$ cat src/ufrc_pkg.sv
// ---------------------------------------------------------------------------
// ufrc_pkg
// Shared types and constants for the disjoint-set engine: table entry,
// memory write request, result word and operation codes.
// ---------------------------------------------------------------------------
package ufrc_pkg;

	localparam int MAX_ELEMENTS = 1024;
	localparam int IDX_W        = $clog2(MAX_ELEMENTS);
	localparam int CNT_W        = IDX_W + 1;
	localparam int RANK_W       = 4;

	typedef logic [IDX_W-1:0]  idx_t;
	typedef logic [CNT_W-1:0]  cnt_t;
	typedef logic [RANK_W-1:0] rank_t;
	typedef logic [1:0]        func_t;

	localparam rank_t RANK_MAX   = '1;
	localparam cnt_t  COUNT_FULL = CNT_W'(MAX_ELEMENTS);
	localparam idx_t  IDX_LAST   = IDX_W'(MAX_ELEMENTS - 1);

	localparam func_t FUNC_UNION = 2'd0;
	localparam func_t FUNC_QUERY = 2'd1;
	localparam func_t FUNC_READ  = 2'd2;

	typedef struct packed {
		rank_t rank;
		idx_t  link;
	} entry_t;

	typedef struct packed {
		logic   en;
		idx_t   addr;
		entry_t data;
	} mem_wr_t;

	typedef struct packed {
		logic status;
		logic same_set;
		idx_t value;
	} result_t;

endpackage

$ cat src/ufrc_cfg.sv
// ---------------------------------------------------------------------------
// ufrc_cfg
// Element count register and table init sweep. The sweep runs after reset
// and after each count write, one entry per cycle.
// ---------------------------------------------------------------------------
module ufrc_cfg (
	input  logic              clk,
	input  logic              arst_n,
	input  logic              cfg_we,
	input  ufrc_pkg::cnt_t    cfg_data,
	output ufrc_pkg::cnt_t    count,
	output logic              busy,
	output ufrc_pkg::mem_wr_t wr
);
	import ufrc_pkg::*;

	cnt_t count_q;
	logic busy_q;
	idx_t idx_q;

	always_ff @(posedge clk or negedge arst_n) begin
		if (!arst_n) begin
			count_q <= COUNT_FULL;
			busy_q  <= 1'b1;
			idx_q   <= '0;
		end else if (cfg_we) begin
			count_q <= (cfg_data > COUNT_FULL) ? COUNT_FULL : cfg_data;
			busy_q  <= 1'b1;
			idx_q   <= '0;
		end else if (busy_q) begin
			idx_q <= idx_q + idx_t'(1);
			if (idx_q == IDX_LAST) begin
				busy_q <= 1'b0;
			end
		end
	end

	assign count = count_q;
	assign busy  = busy_q;

	always_comb begin
		wr.en        = busy_q;
		wr.addr      = idx_q;
		wr.data.rank = '0;
		wr.data.link = idx_q;
	end

endmodule

$ cat config.mk
export PLATFORM = sky130hd
export DESIGN_NAME = ufrc_cfg
export DESIGN_NICKNAME = d
export VERILOG_FILES = /design/src/ufrc_pkg.sv /design/src/ufrc_cfg.sv
export SDC_FILE = /design/constraint.sdc
export NUM_CORES = 1
export LEC_CHECK = 0
export BUFFER_PORTS_ARGS = -buffer_cell sky130_fd_sc_hd__buf_2
export CORE_AREA = 2 2 53 55
export DETAILED_ROUTE_END_ITERATION = 16
export DIE_AREA = 0 0 55 57
export PLACE_DENSITY_LB_ADDON = 0.2
export REMOVE_ABC_BUFFERS = 1
export SLEW_MARGIN = 20
export SYNTH_ARGS = -nofsm -noshare
export SYNTH_HDL_FRONTEND = slang
export SYNTH_SLANG_ARGS = --single-unit
$ cat constraint.sdc
create_clock -name clk -period 1.9 [get_ports clk]
set_input_delay 0 -clock clk [delete_from_list [all_inputs] [get_ports clk]]
set_output_delay 0 -clock clk [all_outputs]
set_load 0.02 [all_outputs]
==> qor.yml <==
status: "complete, no violations"
die_h_um: 57
fin_worst_skew_ns: 0.00300
htree_levels: 1
post-dp-hpwl_um: 1460
row_count: 19
seqPwrFrac: 0.584
dr.pass1.iters: 4
synth_seq_cells: 22
slowest_delay_ns: 0.64
dieWidth_um: 55
gp_congestion: 0.670
grt_max_degree: 34
critPathKind: "reg -> reg"
fp.coreArea_um2: 2620
ys.warnings.count: 0
io_pins: 51
syn-cell-area_um2: 1100
final_cell_count_no_fill: 188
overflow: 0
relSlewSlack: 0.644
hold_class: "in -> reg"
finalHoldViolCount: 0
p_per_area_nw_per_um2: 638
dieArea_um2: 3140
finalSetupTns_ns: 0
cp-end-kind: "register"
crit_path_top_delay_cell: "dfstp_2"
crit_path_start_kind: "register"
clockRootBuffer: "clkbuf_4"
initial_core_util: 0.421
cts_buffers: 3
clockBufferDepth: 2
io_buffer_count: 46
swShare: 0.280
tightest_slew_ns: 0.533
postSynthAreaPerCell_um2: 9.57
clkSinkCount: 22
viasPerCell: 4.77
grt_pass1_vias: 825
grt_setup_unrepaired: "no"
path_cells: "nand3_1 > nor4_1 > mux2_2"
ys_seq_area_frac: 0.502
fillers: 260
worstPathRequired_ns: 2.10
drc: 0
grtUsageTotal: 0.154
wl_per_cell_um: 11.6
cp.arrival_ns: 1.71
p_leak_nw: 0.707
slew_viol_final: 0
setup_slack_ns: 0.386
drt_iter0_markers: 10
cp_max_fo: 9
intPower_mw: 0.631
vias: 897
peakVddDrop_uv: 431
antenna_found_initial: 0
maxCapViolCount: 0
ant_nets: 0
insertion_delay_ns: 0.29
synth_cell_types: 26
clock_power_share: 0.231
switching_power_mw: 0.246
post-place-ws_ns: 0.403
place_inst: 174
setup_viol: 0
cts_tree: "yes"
synth_cells: 115
drt_wl_total_um: 2180
final.period_utilization: 0.797
period_needed_ns: 1.51
layout-drive-gt1-share: 0.344
antenna-diode-count: 0
grt_pass1_wl_um: 3570
combPwrFrac: 0.185
clk_pin_slew_worst_paths_ns: 0.11
nNetsFinal: 174
fmax_mhz: 661
area_delta_synth_final_pct: 24.9
cts_setup_buffers: 0
==> registers in the layout, summed over array words and instances, names as in the netlist <==
name	count
idx_q	10
busy	1
count	11
==> kinds of logic after synthesis <==
logic type	share of synthesized area
adder cells (fa/ha/maj)	0.0114
flip-flops	0.502
AO/OA/AOI/OAI	0.100
other	0.00341
multiplexers	0.0295
AND/OR/NAND/NOR	0.155
buffers and inverters	0.167
XOR/XNOR	0.0318
==> area by class of cell <==
| type | count | area, um2 | area share |
|---|---|---|---|
| Tap cell | 31 | 38.8 | 0.0282 |
| Timing Repair Buffer | 57 | 340 | 0.247 |
| Clock buffer | 3 | 22.5 | 0.0164 |
| Inverter | 12 | 45.0 | 0.0328 |
| Sequential cell | 22 | 553 | 0.402 |
| Multi-Input combinational cell | 63 | 375 | 0.273 |
==> cells in the final DEF, fill, tap and decap left out, types with 2 or more instances in the layout <==
cell type	count
a21oi_1	4
buf_2	46
clkbuf_4	3
conb_1	4
dfrtp_1	20
dfstp_2	2
dlygate4sd3_1	11
inv_1	12
mux2_2	2
nand2_1	8
nand3_1	2
nand3b_1	4
nand4_1	4
nor2_1	6
o21ai_0	6
o22ai_1	6
o31ai_1	3
or3_1	2
or4_1	2
xnor2_1	2
xor2_1	2
==> cell usage after synthesis <==
cell      count  share of area
ha_1          1          0.011
clkbuf_1      5          0.017
xnor2_1       2          0.016
a21oi_1       4          0.018
nand2_2       1         0.0057
conb_1        1         0.0034
or4_1         2          0.014
nand3b_1      4          0.027
xor2_1        2          0.016
nand3_1       2         0.0091
o22ai_1       6          0.034
buf_4        16           0.11
dfstp_2       2          0.048
nand2_1       8          0.027
nor2_1        6          0.020
o21ai_0       6          0.027
dfrtp_1      20           0.45
nor2b_1       1         0.0057
or3_1         2          0.011
o31ai_1       3          0.020
mux2i_1       1         0.0091
nor4_1        1         0.0057
mux2_2        2          0.020
nand4_1       4          0.023
inv_1        12          0.041
nand2b_1      1         0.0057
==> through the flow <==
step            util  hold slack, ns  power [mW]  area, um2
2_1_floorplan      -          -0.296       0.598        973
3_3_place_gp   0.475        -0.00639       0.665       1240
3_5_place_dp   0.475        0.000768       0.668       1240
4_1_cts        0.526        0.000776       0.895       1380
5_1_grt        0.526          0.0210       0.933       1380
6_report       0.526          0.0123       0.877       1380
==> layer usage <==
| metal | GRT usage | share of wire | vias up |
|---|---|---|---|
| li1 | - | - | 448 |
| met1 | 0.206 | 0.45 | 407 |
| met2 | 0.243 | 0.46 | 38 |
| met3 | 0.0288 | 0.076 | 4 |
| met4 | 0.0627 | 0.015 | 0 |
| met5 | 0 | 0 | - |
==> final timing paths <==
check,from,to,slack [ns],cells after the start
setup / recovery,busy,idx_q[9],0.39,3
hold / removal,cfg_data[10],count[8],0.01,2
setup reg to reg,busy,idx_q[9],0.39,3
hold reg to reg,count[7],count[7],0.53,2
max in group asynchronous,arst_n,count[10],1.36,2
min in group asynchronous,arst_n,idx_q[3],0.18,2
==> worst max-delay path, delay by kind of cell (launching register included) <==
| family | cells | cell delay, ns |
|---|---|---|
| AND/OR/NAND/NOR | 2 | 0.41 |
| multiplexers | 1 | 0.36 |
| flip-flops | 1 | 0.64 |
==> power by group through the flow <==
| stage | clock (mW) | sequential, mW | combinational, mW |
|---|---|---|---|
| 3_3_place_gp | 0 | 0.520 | 0.145 |
| 3_5_place_dp | 0 | 0.520 | 0.148 |
| 5_1_grt | 0.235 | 0.516 | 0.182 |
| 2_1_floorplan | 0 | 0.558 | 0.0402 |
| 6_report | 0.203 | 0.512 | 0.162 |
| 4_1_cts | 0.218 | 0.512 | 0.165 |
==> what timing repair did <==
action / CTS / global route
hold buffers: 11 / 0
gates resized for setup: 0 / 0
hold endpoints to repair: 31 / 0
endpoints found under the setup margin: 0 / 0
(Power assumes the default switching activity.)
