**src/ufrc_pkg.sv**
```systemverilog
// ---------------------------------------------------------------------------
// ufrc_pkg
// Shared types and constants for the disjoint-set engine: table entry,
// memory write request, result word and operation codes.
// ---------------------------------------------------------------------------
package ufrc_pkg;

	localparam int MAX_ELEMENTS = 1024;
	localparam int IDX_W        = $clog2(MAX_ELEMENTS);
	localparam int CNT_W        = IDX_W + 1;
	localparam int RANK_W       = 4;

	typedef logic [IDX_W-1:0]  idx_t;
	typedef logic [CNT_W-1:0]  cnt_t;
	typedef logic [RANK_W-1:0] rank_t;
	typedef logic [1:0]        func_t;

	localparam rank_t RANK_MAX   = '1;
	localparam cnt_t  COUNT_FULL = CNT_W'(MAX_ELEMENTS);
	localparam idx_t  IDX_LAST   = IDX_W'(MAX_ELEMENTS - 1);

	localparam func_t FUNC_UNION = 2'd0;
	localparam func_t FUNC_QUERY = 2'd1;
	localparam func_t FUNC_READ  = 2'd2;

	typedef struct packed {
		rank_t rank;
		idx_t  link;
	} entry_t;

	typedef struct packed {
		logic   en;
		idx_t   addr;
		entry_t data;
	} mem_wr_t;

	typedef struct packed {
		logic status;
		logic same_set;
		idx_t value;
	} result_t;

endpackage

```
**src/ufrc_seq.sv**
```systemverilog
// ---------------------------------------------------------------------------
// ufrc_seq
// Operation sequencer: root walk, path compression pass and union by rank,
// all driven through one equality comparator and the table's read and write ports.
// ---------------------------------------------------------------------------
module ufrc_seq (
	input  logic              clk,
	input  logic              arst_n,
	input  logic              in_valid,
	output logic              in_ready,
	input  ufrc_pkg::func_t   func,
	input  ufrc_pkg::idx_t    elem_a,
	input  ufrc_pkg::idx_t    elem_b,
	input  ufrc_pkg::cnt_t    count,
	input  logic              busy,
	input  logic              res_ready,
	output logic              res_valid,
	output ufrc_pkg::result_t res,
	output logic              rd_en,
	output ufrc_pkg::idx_t    rd_addr,
	input  ufrc_pkg::entry_t  rd_data,
	output ufrc_pkg::mem_wr_t wr
);
	import ufrc_pkg::*;

	typedef enum logic [6:0] {
		ST_IDLE = 7'b0000001,
		ST_READ = 7'b0000010,
		ST_WALK = 7'b0000100,
		ST_COMP = 7'b0001000,
		ST_JOIN = 7'b0010000,
		ST_BUMP = 7'b0100000,
		ST_DONE = 7'b1000000
	} state_t;

	state_t  state_q;
	func_t   func_q;
	idx_t    b_q, x_q, cur_q, root_q, root_a_q, hi_q;
	rank_t   rank_q, rank_a_q, rank_hi_q;
	logic    find_b_q;
	result_t res_q;

	idx_t  cmp_l, cmp_r;
	logic  eq;
	logic  accept, func_ok, invalid;
	logic  a_low, do_link;
	idx_t  hi, lo;
	rank_t rank_hi, rank_lo;

	// shared comparator: walk checks for a self link, compression checks for
	// reaching the root, join checks whether both roots match
	always_comb begin
		case (state_q)
			ST_WALK: begin
				cmp_l = rd_data.link;
				cmp_r = cur_q;
			end
			ST_COMP: begin
				cmp_l = cur_q;
				cmp_r = root_q;
			end
			default: begin
				cmp_l = root_a_q;
				cmp_r = root_q;
			end
		endcase
	end
	assign eq = (cmp_l == cmp_r);

	assign in_ready = (state_q == ST_IDLE) && !busy;
	assign accept   = in_valid && in_ready;
	assign func_ok  = (func == FUNC_UNION) || (func == FUNC_QUERY) || (func == FUNC_READ);
	assign invalid  = !func_ok || ({1'b0, elem_a} >= count) ||
	                  ((func != FUNC_READ) && ({1'b0, elem_b} >= count));

	// union by rank; ties keep the root of the first element
	assign a_low   = (rank_a_q < rank_q);
	assign hi      = a_low ? root_q : root_a_q;
	assign lo      = a_low ? root_a_q : root_q;
	assign rank_hi = a_low ? rank_q : rank_a_q;
	assign rank_lo = a_low ? rank_a_q : rank_q;
	assign do_link = (func_q == FUNC_UNION) && !eq;

	always_comb begin
		rd_en   = 1'b0;
		rd_addr = cur_q;
		wr      = '0;
		case (state_q)
			ST_IDLE: begin
				rd_en   = accept;
				rd_addr = elem_a;
			end
			ST_WALK: begin
				rd_en   = 1'b1;
				rd_addr = eq ? x_q : rd_data.link;
			end
			ST_COMP: begin
				if (!eq) begin
					wr.en        = 1'b1;
					wr.addr      = cur_q;
					wr.data.rank = rd_data.rank;
					wr.data.link = root_q;
					rd_en        = 1'b1;
					rd_addr      = rd_data.link;
				end else if (!find_b_q) begin
					rd_en   = 1'b1;
					rd_addr = b_q;
				end
			end
			ST_JOIN: begin
				if (do_link) begin
					wr.en        = 1'b1;
					wr.addr      = lo;
					wr.data.rank = rank_lo;
					wr.data.link = hi;
				end
			end
			ST_BUMP: begin
				wr.en        = 1'b1;
				wr.addr      = hi_q;
				wr.data.rank = rank_hi_q + rank_t'(1);
				wr.data.link = hi_q;
			end
			default: begin
			end
		endcase
	end

	always_ff @(posedge clk or negedge arst_n) begin
		if (!arst_n) begin
			state_q <= ST_IDLE;
		end else begin
			case (state_q)
				ST_IDLE: begin
					if (accept) begin
						if (invalid) begin
							state_q <= ST_DONE;
						end else if (func == FUNC_READ) begin
							state_q <= ST_READ;
						end else begin
							state_q <= ST_WALK;
						end
					end
				end
				ST_READ: state_q <= ST_DONE;
				ST_WALK: begin
					if (eq) begin
						state_q <= ST_COMP;
					end
				end
				ST_COMP: begin
					if (eq) begin
						state_q <= find_b_q ? ST_JOIN : ST_WALK;
					end
				end
				ST_JOIN: begin
					if (do_link && (rank_a_q == rank_q) && (rank_hi != RANK_MAX)) begin
						state_q <= ST_BUMP;
					end else begin
						state_q <= ST_DONE;
					end
				end
				ST_BUMP: state_q <= ST_DONE;
				ST_DONE: begin
					if (res_ready) begin
						state_q <= ST_IDLE;
					end
				end
				default: state_q <= ST_IDLE;
			endcase
		end
	end

	always_ff @(posedge clk) begin
		case (state_q)
			ST_IDLE: begin
				func_q   <= func;
				b_q      <= elem_b;
				x_q      <= elem_a;
				cur_q    <= elem_a;
				find_b_q <= 1'b0;
				res_q    <= '{status: 1'b1, same_set: 1'b0, value: '0};
			end
			ST_READ: begin
				res_q <= '{status: 1'b0, same_set: 1'b0, value: rd_data.link};
			end
			ST_WALK: begin
				if (eq) begin
					root_q <= cur_q;
					rank_q <= rd_data.rank;
					cur_q  <= x_q;
				end else begin
					cur_q <= rd_data.link;
				end
			end
			ST_COMP: begin
				if (!eq) begin
					cur_q <= rd_data.link;
				end else if (!find_b_q) begin
					root_a_q <= root_q;
					rank_a_q <= rank_q;
					find_b_q <= 1'b1;
					x_q      <= b_q;
					cur_q    <= b_q;
				end
			end
			ST_JOIN: begin
				hi_q      <= hi;
				rank_hi_q <= rank_hi;
				res_q     <= '{status: 1'b0, same_set: eq,
				               value: do_link ? hi : root_a_q};
			end
			default: begin
			end
		endcase
	end

	assign res_valid = (state_q == ST_DONE);
	assign res       = res_q;

endmodule

```
**config.mk**
```make
export PLATFORM = sky130hd
export DESIGN_NAME = ufrc_seq
export DESIGN_NICKNAME = d
export VERILOG_FILES = /design/src/ufrc_pkg.sv /design/src/ufrc_seq.sv
export SDC_FILE = /design/constraint.sdc
export NUM_CORES = 1
export LEC_CHECK = 0
export BUFFER_PORTS_ARGS = -buffer_cell sky130_fd_sc_hd__buf_2
export CAP_MARGIN = 20
export CORE_MARGIN = 2
export CORE_UTILIZATION = 45
export DETAILED_ROUTE_END_ITERATION = 10
export GPL_ROUTABILITY_DRIVEN = 0
export PLACE_DENSITY = 0.63
export SYNTH_ARGS = -nofsm -noshare
export SYNTH_HDL_FRONTEND = slang
export SYNTH_SLANG_ARGS = --single-unit
```
**constraint.sdc**
```tcl
create_clock -name clk -period 4.1 [get_ports clk]
set_input_delay 0.205 -clock clk [delete_from_list [all_inputs] [get_ports clk]]
set_output_delay 0.205 -clock clk [all_outputs]
set_load 0.01 [all_outputs]
```
==> results of run 1 <==
-- sequential cells by signal, summed over array words and instances, names as in the netlist, 7 cells and up --
name	cells
b_q	10
cur_q	10
hi_q	10
res	12
root_a_q	10
root_q	10
state_q	7
x_q	10
-- cell usage after synthesis, types with 4 or more instances --
library cell,n,area share (%)
nor2b_1,7,0.74
a21o_1,4,0.51
buf_2,8,0.68
nor2_1,25,1.6
mux2i_1,32,5.4
o221ai_1,26,3.9
nand2_1,73,4.6
dfrtp_1,6,2.5
nand3_1,22,1.9
a22oi_1,9,1.1
a31oi_1,8,0.85
nand2b_1,7,0.74
o21ai_1,6,0.51
o31a_1,6,0.89
a21boi_0,12,1.5
xnor2_1,13,1.9
o211a_1,7,1.2
clkbuf_1,13,0.83
dfxtp_1,10,3.4
ha_1,27,5.7
nor3_1,7,0.59
edfxtp_1,77,39
mux2_2,4,0.76
inv_1,63,4.0
a21oi_1,19,1.6
o22ai_1,10,1.1
o21ai_0,24,2.0
-- area by class of cell --
type                            count  area [sq um]  share of cell area [%]
Inverter                           65         244.0                   3.387
Multi-Input combinational cell    408          2960                   41.10
Sequential cell                    94          2693                   37.38
Timing Repair Buffer              141         819.5                   11.38
Clock inverter                      1         3.754                 0.05211
Tap cell                          172         215.2                   2.988
Clock buffer                       15         267.8                   3.717
-- cells by family (layout without fill, tap and decap cells) --
kind of cell               after synthesis  count (layout)
and+or+nand+nor                        165             166
buffers and inverters                   92             222
xor gates and xnor gates                14              14
adders and majority gates               27              27
DFF                                     94              94
muxes                                   36              36
AOI/OAI and AO/OA                      165             165
-- critical path: stages, from the launching register on --
cell,delay (ns)
dfrtp_2,0.40
or4_4,0.58
nor4_4,0.33
mux2i_1,0.29
or3_1,0.16
nand4b_1,0.15
buf_4,0.18
or4_4,0.47
o31a_1,0.30
a21boi_0,0.14
o22ai_1,0.27
buf_2,0.19
-- repair_timing --
| item | CTS | global route |
|---|---|---|
| cloned | 1 | 0 |
| pin swaps | 11 | 15 |
| endpoints found under the hold margin | 7 | 0 |
| resized for setup | 12 | 19 |
| setup buffers | 5 | 4 |
| hold buffers | 1 | 0 |
| endpoints found under the setup margin | 8 | 34 |
-- worst paths after layout --
| path | start | to | slack (ns) |
|---|---|---|---|
| setup / recovery | state_q[4] | rd_addr[1] | 0.07 |
| hold / removal | elem_b[7] | b_q[7] | 0.05 |
| setup reg to reg | state_q[4] | res[8] | 0.45 |
| hold reg to reg | cur_q[8] | root_q[8] | 0.44 |
| max in group asynchronous | arst_n | state_q[0] | 3.65 |
| min in group asynchronous | arst_n | state_q[2] | 0.22 |
-- per-layer routing --
layer | up-vias | part of all wire [%]
met5 | - | 0
met4 | 0 | 3.4
met3 | 37 | 5.6
met2 | 219 | 48
met1 | 2584 | 43
li1 | 2478 | -
-- power by group --
group          total (mW)  leakage [nW]  switching [mW]  internal, mW
clock               0.789         0.132           0.345         0.444
combinational        2.10          2.17            1.29         0.814
sequential           1.56         0.888           0.175          1.38
-- per-stage QoR --
| stage | total power, mW | utilization [%] | area (sq um) | hold WS (ns) | instances |
|---|---|---|---|---|---|
| 2_1_floorplan | 2.735 | - | 5914 | -0.09059 | 593 |
| 3_3_place_gp | 3.454 | 52.95 | 6736 | 0.05299 | 870 |
| 3_5_place_dp | 3.498 | 52.95 | 6736 | 0.05388 | 870 |
| 4_1_cts | 4.374 | 55.83 | 7103 | 0.04224 | 893 |
| 5_1_grt | 4.692 | 56.62 | 7203 | 0.04447 | 896 |
| 6_report | 4.445 | 56.62 | 7203 | 0.04634 | 896 |
==> reports/metrics.cfg, run 1 <==
[hold_path]
hold_class=input pin to flop
whs_path_depth=1

[global_routing]
grtUsageMet3_pct=3.089
grt_usage_pct=25.13
first_global_vias=5165
grt_util_met1_pct=32.88
grt_remaining_overflow=0
antenna_found_initial=0
met2_usage_pct=41.31
grt_max_degree=32
grt_pass1_wl_mm=27.59
grt.busiest_layer=met2

[timing]
rsz0062_at_grt=no
tightest_slew_ns=0.9144
final_hold_viol_count=0
fin_worst_skew_ns=0.005822
max_freq_mhz=247.8
fin_ws_ns=0.06529
fin_crit_ns=4.035
min_period_over_period_pct=98.41
drv_slew=0
fin_tns_setup_ns=0
setup_viol=0
slew_headroom_pct=38.57

[clock_network]
cts_tree=done
clock_sinks=94
cts_buffers=9
htree_num_levels=3
clock_latency_ns=0.35
cts-root-buf=clkbuf_16
cts_max_path_buffers=2
path_clk_slew_ns=0.06

[synth]
yosys.area_share.xor_xnor_pct=2.073
ys_warn_count=0
synth_top_family_by_area=compound AO/OA/AOI/OAI gates
synth_ff_type=edfxtp_1
syn_nets=672
seq_area_frac_synth_pct=45.46
synth-adder-area-share_pct=5.712
synthCells=593
synthMuxAreaShare_pct=6.177
synth.avg_cell_area_sq_um=9.974
synth_compound_area_share_pct=20.27
synth-simple-area-share_pct=13.92
synth_area_sq_um=5914
ys_types=61
synth_edf_count=77
synthArstFlopShare_pct=7.447
synth_seq_cells=94

[routing]
detail-route-antenna-nets=0
vias=5318
routedWlPerCell_microns=19.77
drtIter0Drc=457
drc=0
routed_wl_mm=17.72
drtPass1Iterations=7
vias_per_cell=5.935

[layout]
nFillCells=1158
antenna_cells=0
layout-drive-gt1-share_pct=25.97
mostFrequentLayoutCells=buf_2, edfxtp_1, nand2_1
syn2layout_area_growth_pct=21.79
final_common_cell=buf_2
layout.nets=798

[worst_setup_path]
endpoint_kind=output pin
worstSetupStartpointType=flop
criticalPathCategory=flop to output pin
r2r_cells=10
arrival_ns=3.83
cp.required_ns=3.89
cp_max_fo=5

[placement]
hpwl_mm=13.21
port_buffers=101
post-place-ws_ns=0.1785

[power]
p_leak_nw=3.189
ir_worst_vdd_v=0.0002691
power.density_nw_per_um2=617.0

[die]
dieArea_sq_um=14080
start_util_pct=46.49
rows=41
die_w_microns=118.6
die_y_microns=118.6
io_pins=102
coreArea_sq_um=12720

[flow_run]
drv_cap=0

[run_status]
outcome=completed

Power figures use the tool's default switching activity.
==> run 2: changes to the inputs <==
Settings changed: CTS_BUF_LIST set to sky130_fd_sc_hd__clkbuf_8, REMOVE_ABC_BUFFERS set to 1.
==> reports/metrics.cfg, run 2 (synthesized netlist as in run 1, its figures left out) <==
[run_status]
outcome=completed

[clock_network]
cts_max_path_buffers=2
clock_sinks=94
clock_latency_ns=0.39
htree_num_levels=3
cts_buffers=9
cts-root-buf=clkbuf_8
cts_tree=done
path_clk_slew_ns=0.09

[routing]
routedWlPerCell_microns=19.99
vias_per_cell=5.940
drtIter0Drc=571
detail-route-antenna-nets=0
drc=0
vias=5483
routed_wl_mm=18.45
drtPass1Iterations=6

[timing]
fin_tns_setup_ns=0
fin_worst_skew_ns=0.01059
setup_viol=0
max_freq_mhz=247.7
fin_crit_ns=4.038
min_period_over_period_pct=98.48
slew_headroom_pct=47.73
final_hold_viol_count=0
drv_slew=0
tightest_slew_ns=0.7759

[layout]
final_common_cell=buf_2
mostFrequentLayoutCells=buf_2, edfxtp_1, nand2_1
stdcell_area_sq_um=7395
largest_register_ffs=12
layout-drive-gt1-share_pct=27.96
antenna_cells=0
layout.nets=825
syn2layout_area_growth_pct=25.03

[global_routing]
antenna_found_initial=0
grt_max_degree=32
grt_pass1_wl_mm=28.22
first_global_vias=5370
grt_remaining_overflow=0
grt_usage_pct=26.15

[worst_setup_path]
cp_max_fo=8
cp_common_cell=buf_4
endpoint_kind=output pin
worstSetupStartpointType=flop
criticalPathCategory=flop to output pin
slowest_delay_ns=0.56
path_cells=or4_4 -> or4_1 -> a21oi_2 -> or3_1 -> nand4b_1 -> buf_4 -> nor4_4 -> buf_4 -> nand3_4 -> o211a_1 -> o22ai_1 -> buf_2
path_buf_inv=3
arrival_ns=3.83
cp.required_ns=3.89
crit_family=simple AND/OR/NAND/NOR gates
cpMaxStageDelayCell=or4_4

[die]
die_y_microns=118.6
io_pins=102
start_util_pct=46.49
die_w_microns=118.6
rows=41
coreArea_sq_um=12720
dieArea_sq_um=14080

[placement]
port_buffers=101
place_area_sq_um=6699
hpwl_mm=13.31

[power]
fin_total_pwr_mw=4.552
p_leak_nw=3.281
power.density_nw_per_um2=615.5
ir_worst_vdd_v=0.0002563

[hold_path]
hold_class=input pin to flop

[flow_run]
drv_cap=0

-- run 2: repair_timing --
| action | CTS | global route |
|---|---|---|
| endpoints found under the setup margin | 35 | 35 |
| hold buffers | 13 | 1 |
| pin swaps | 5 | 12 |
| buffers inserted | 15 | 11 |
| gates resized for setup | 9 | 22 |
| gates cloned | 1 | 1 |
| endpoints found under the hold margin | 19 | 1 |
-- run 2: path summary, 6_finish.rpt --
kind | startpoint | end | slack, ns | depth (start not counted)
setup / recovery | state_q[6] | rd_addr[1] | 0.06 | 12
hold / removal | elem_b[3] | b_q[3] | 0.03 | 1
setup reg to reg | state_q[6] | cur_q[8] | 0.16 | 17
hold reg to reg | cur_q[8] | root_q[8] | 0.44 | 0
max in group asynchronous | arst_n | state_q[0] | 3.69 | 2
min in group asynchronous | arst_n | state_q[5] | 0.18 | 2
-- run 2: per-stage QoR --
step	std cells	worst slack, ns	hold WS (ns)	util (%)
global placement	865	0.1177	0.05378	52.66
global route	923	-0.05196	0.009384	58.12
CTS	910	0.009714	0.003053	56.64
floorplan	566	-0.01849	-0.09059	-
detailed placement	865	0.04924	0.05396	52.66
finish	923	0.06226	0.02955	58.12
-- run 2: metal layers --
metal	wire, microns	track usage (%)	share of wire [%]	up-vias
met3	1506	4.730	8.2	56
met4	764	12.80	4.1	0
met5	0	0	0	-
met1	7501	33.07	41	2634
li1	-	-	-	2516
met2	8675	43.03	47	277
-- run 2: area by class of cell --
| type | count | area (sq um) |
|---|---|---|
| clock inverters | 6 | 85.08 |
| inverters | 65 | 244.0 |
| repair buffers | 167 | 1052 |
| clock buffers | 10 | 137.6 |
| well taps | 172 | 215.2 |
| multi-input cells | 409 | 2967 |
| flip-flops and latches | 94 | 2694 |
| fillers | 1134 | 5328 |
-- run 2: power by group --
group,internal [mW],switching [mW]
logic,0.960,1.34
clock network,0.358,0.339
registers,1.38,0.177
total,2.70,1.86
==> run 3: changes to the inputs <==
Settings changed: PLACE_DENSITY 0.63 to 0.66.
Clock period 4.1 ns to 3.5 ns, I/O delays scaled along.
==> reports/metrics.cfg, run 3 (synthesized netlist as in run 1, its figures left out) <==
[power]
fin_total_pwr_mw=5.656
ir_worst_vdd_v=0.0003202
power.density_nw_per_um2=685.4
pwr-share-clk_pct=14.0
power.switching_mw=2.327
seqPwrFrac_pct=31.6
comb_power_share_pct=54.5
p_leak_nw=3.658
switching_share_pct=41.14
p_int_mw=3.329

[global_routing]
first_global_vias=5667
grt_usage_pct=28.52
antenna_found_initial=0
grt_pass1_wl_mm=30.97
grt_remaining_overflow=0
grt_max_degree=22

[worst_setup_path]
path_cells=or4_4 -> nor4_1 -> o21ai_0 -> nand3_1 -> nand4b_1 -> or4_4 -> buf_6 -> o31a_1 -> a21boi_1 -> o22ai_2 -> buf_2
startpoint=state_q[6]
criticalPathCategory=flop to output pin
slowest_delay_ns=0.58
worstSetupStartpointType=flop
cp_max_fo=5
r2r_start=state_q[6]
cpMaxStageDelayCell=or4_4
cp.required_ns=3.32
cp_common_cell=or4_4
arrival_ns=3.82
endpoint_kind=output pin

[flow_run]
drv_cap=0

[timing]
slew_headroom_pct=49.99
final_hold_viol_count=0
fin_crit_ns=3.998
tightest_slew_ns=0.7404
max_freq_mhz=250.1
min_period_over_period_pct=114.2
fin_tns_setup_ns=-11.55
fin_worst_skew_ns=0.01409
fin_ws_ns=-0.4984
rsz0062_at_grt=yes
setup_viol=42
drv_slew=0

[clock_network]
clock_sinks=94
cts-root-buf=clkbuf_8
path_clk_slew_ns=0.09
htree_num_levels=3
cts_tree=done
cts_buffers=9
clock_latency_ns=0.38
cts_max_path_buffers=2

[layout]
final_common_cell=buf_2
mostFrequentLayoutCells=buf_2, edfxtp_1, nand2_1
layout-drive-gt1-share_pct=35.40
antenna_cells=0
largest_register_ffs=12
syn2layout_area_growth_pct=39.54
fin_util_pct=64.87
stdcell_area_sq_um=8253
layout.nets=865

[die]
dieArea_sq_um=14080
die_w_microns=118.6
io_pins=102
rows=41
start_util_pct=46.49
coreArea_sq_um=12720
die_y_microns=118.6

[routing]
drtIter0Drc=631
routed_wl_mm=20.29
vias_per_cell=5.974
drc=0
detail-route-antenna-nets=0
drtPass1Iterations=5
vias=5753
routedWlPerCell_microns=21.07

[placement]
place_area_sq_um=7082
port_buffers=101
post-place-ws_ns=-0.1477
hpwl_mm=13.89

[run_status]
outcome=finished, violations left
violations=negative setup slack

[hold_path]
holdCritStartpoint=func[1]
hold_class=input pin to flop

[run 3: cell count changes in the layout (fill, tap and decap cells not counted), sizes merged]
cell and change:
clkinvlp -2, inv +2, dlygate4sd3 +2, nor2 -1, or4 -1, clkinv +1
buf +40, clkbuf -1
[run 3: path summary, 6_finish.rpt]
check / to / slack [ns] / cells after the start
max in group asynchronous: state_q[0] / 3.08 / 2
hold / removal: func_q[1] / 0.02 / 1
min in group asynchronous: state_q[4] / 0.16 / 2
setup reg to reg: res[8] / -0.04 / 13
hold reg to reg: root_q[8] / 0.44 / 0
setup / recovery: rd_addr[1] / -0.50 / 11
[run 3: repair_timing]
item                                    CTS  global route
hold buffers                             16             0
resized for setup                        85            37
buffers inserted                          9             7
hold endpoints to repair                 22             0
pin swaps                                 9            10
endpoints found under the setup margin   66            67
gates cloned                              6             0
[run 3: cell type report]
cell class                 instances  area (sq um)
clock buffer                       9         123.9
clock inverter                     7         81.33
fill                            1043          4469
inverter                          65         244.0
multi-input combinational        407          3279
sequential                        94          2689
tap                              172         215.2
timing repair buffer             209          1620
[run 3: critical path: cells and delay by family (launching register included)]
family	cells	cell delay (ns)
buffers and inverters	2	0.33
flip-flops	1	0.41
AO/OA/AOI/OAI	4	0.94
AND/OR/NAND/NOR	5	1.75
[run 3: per-stage QoR]
stage                     cells  hold slack (ns)
after CTS                   958         0.006064
after floorplan             566          -0.1206
after global routing        963          0.03433
after global placement      911          0.02609
after detailed placement    911          0.03063
final                       963          0.02271
[run 3: layer usage]
metal  vias up  GRT usage [%]  share of wire [%]
met1      2765          35.56                 39
met5         -              0                  0
met2       301          47.20                 49
li1       2613              -                  -
met4         0          14.88                4.8
met3        74          5.019                7.8
[run 3: power by group through the flow]
stage | Combinational, mW | Sequential [mW] | Clock, mW
after global routing | 3.26 | 1.81 | 0.842
after detailed placement | 2.48 | 1.80 | 0
after floorplan | 1.32 | 1.82 | 0
after global placement | 2.45 | 1.78 | 0
after CTS | 2.79 | 1.77 | 0.799
final | 3.08 | 1.79 | 0.789
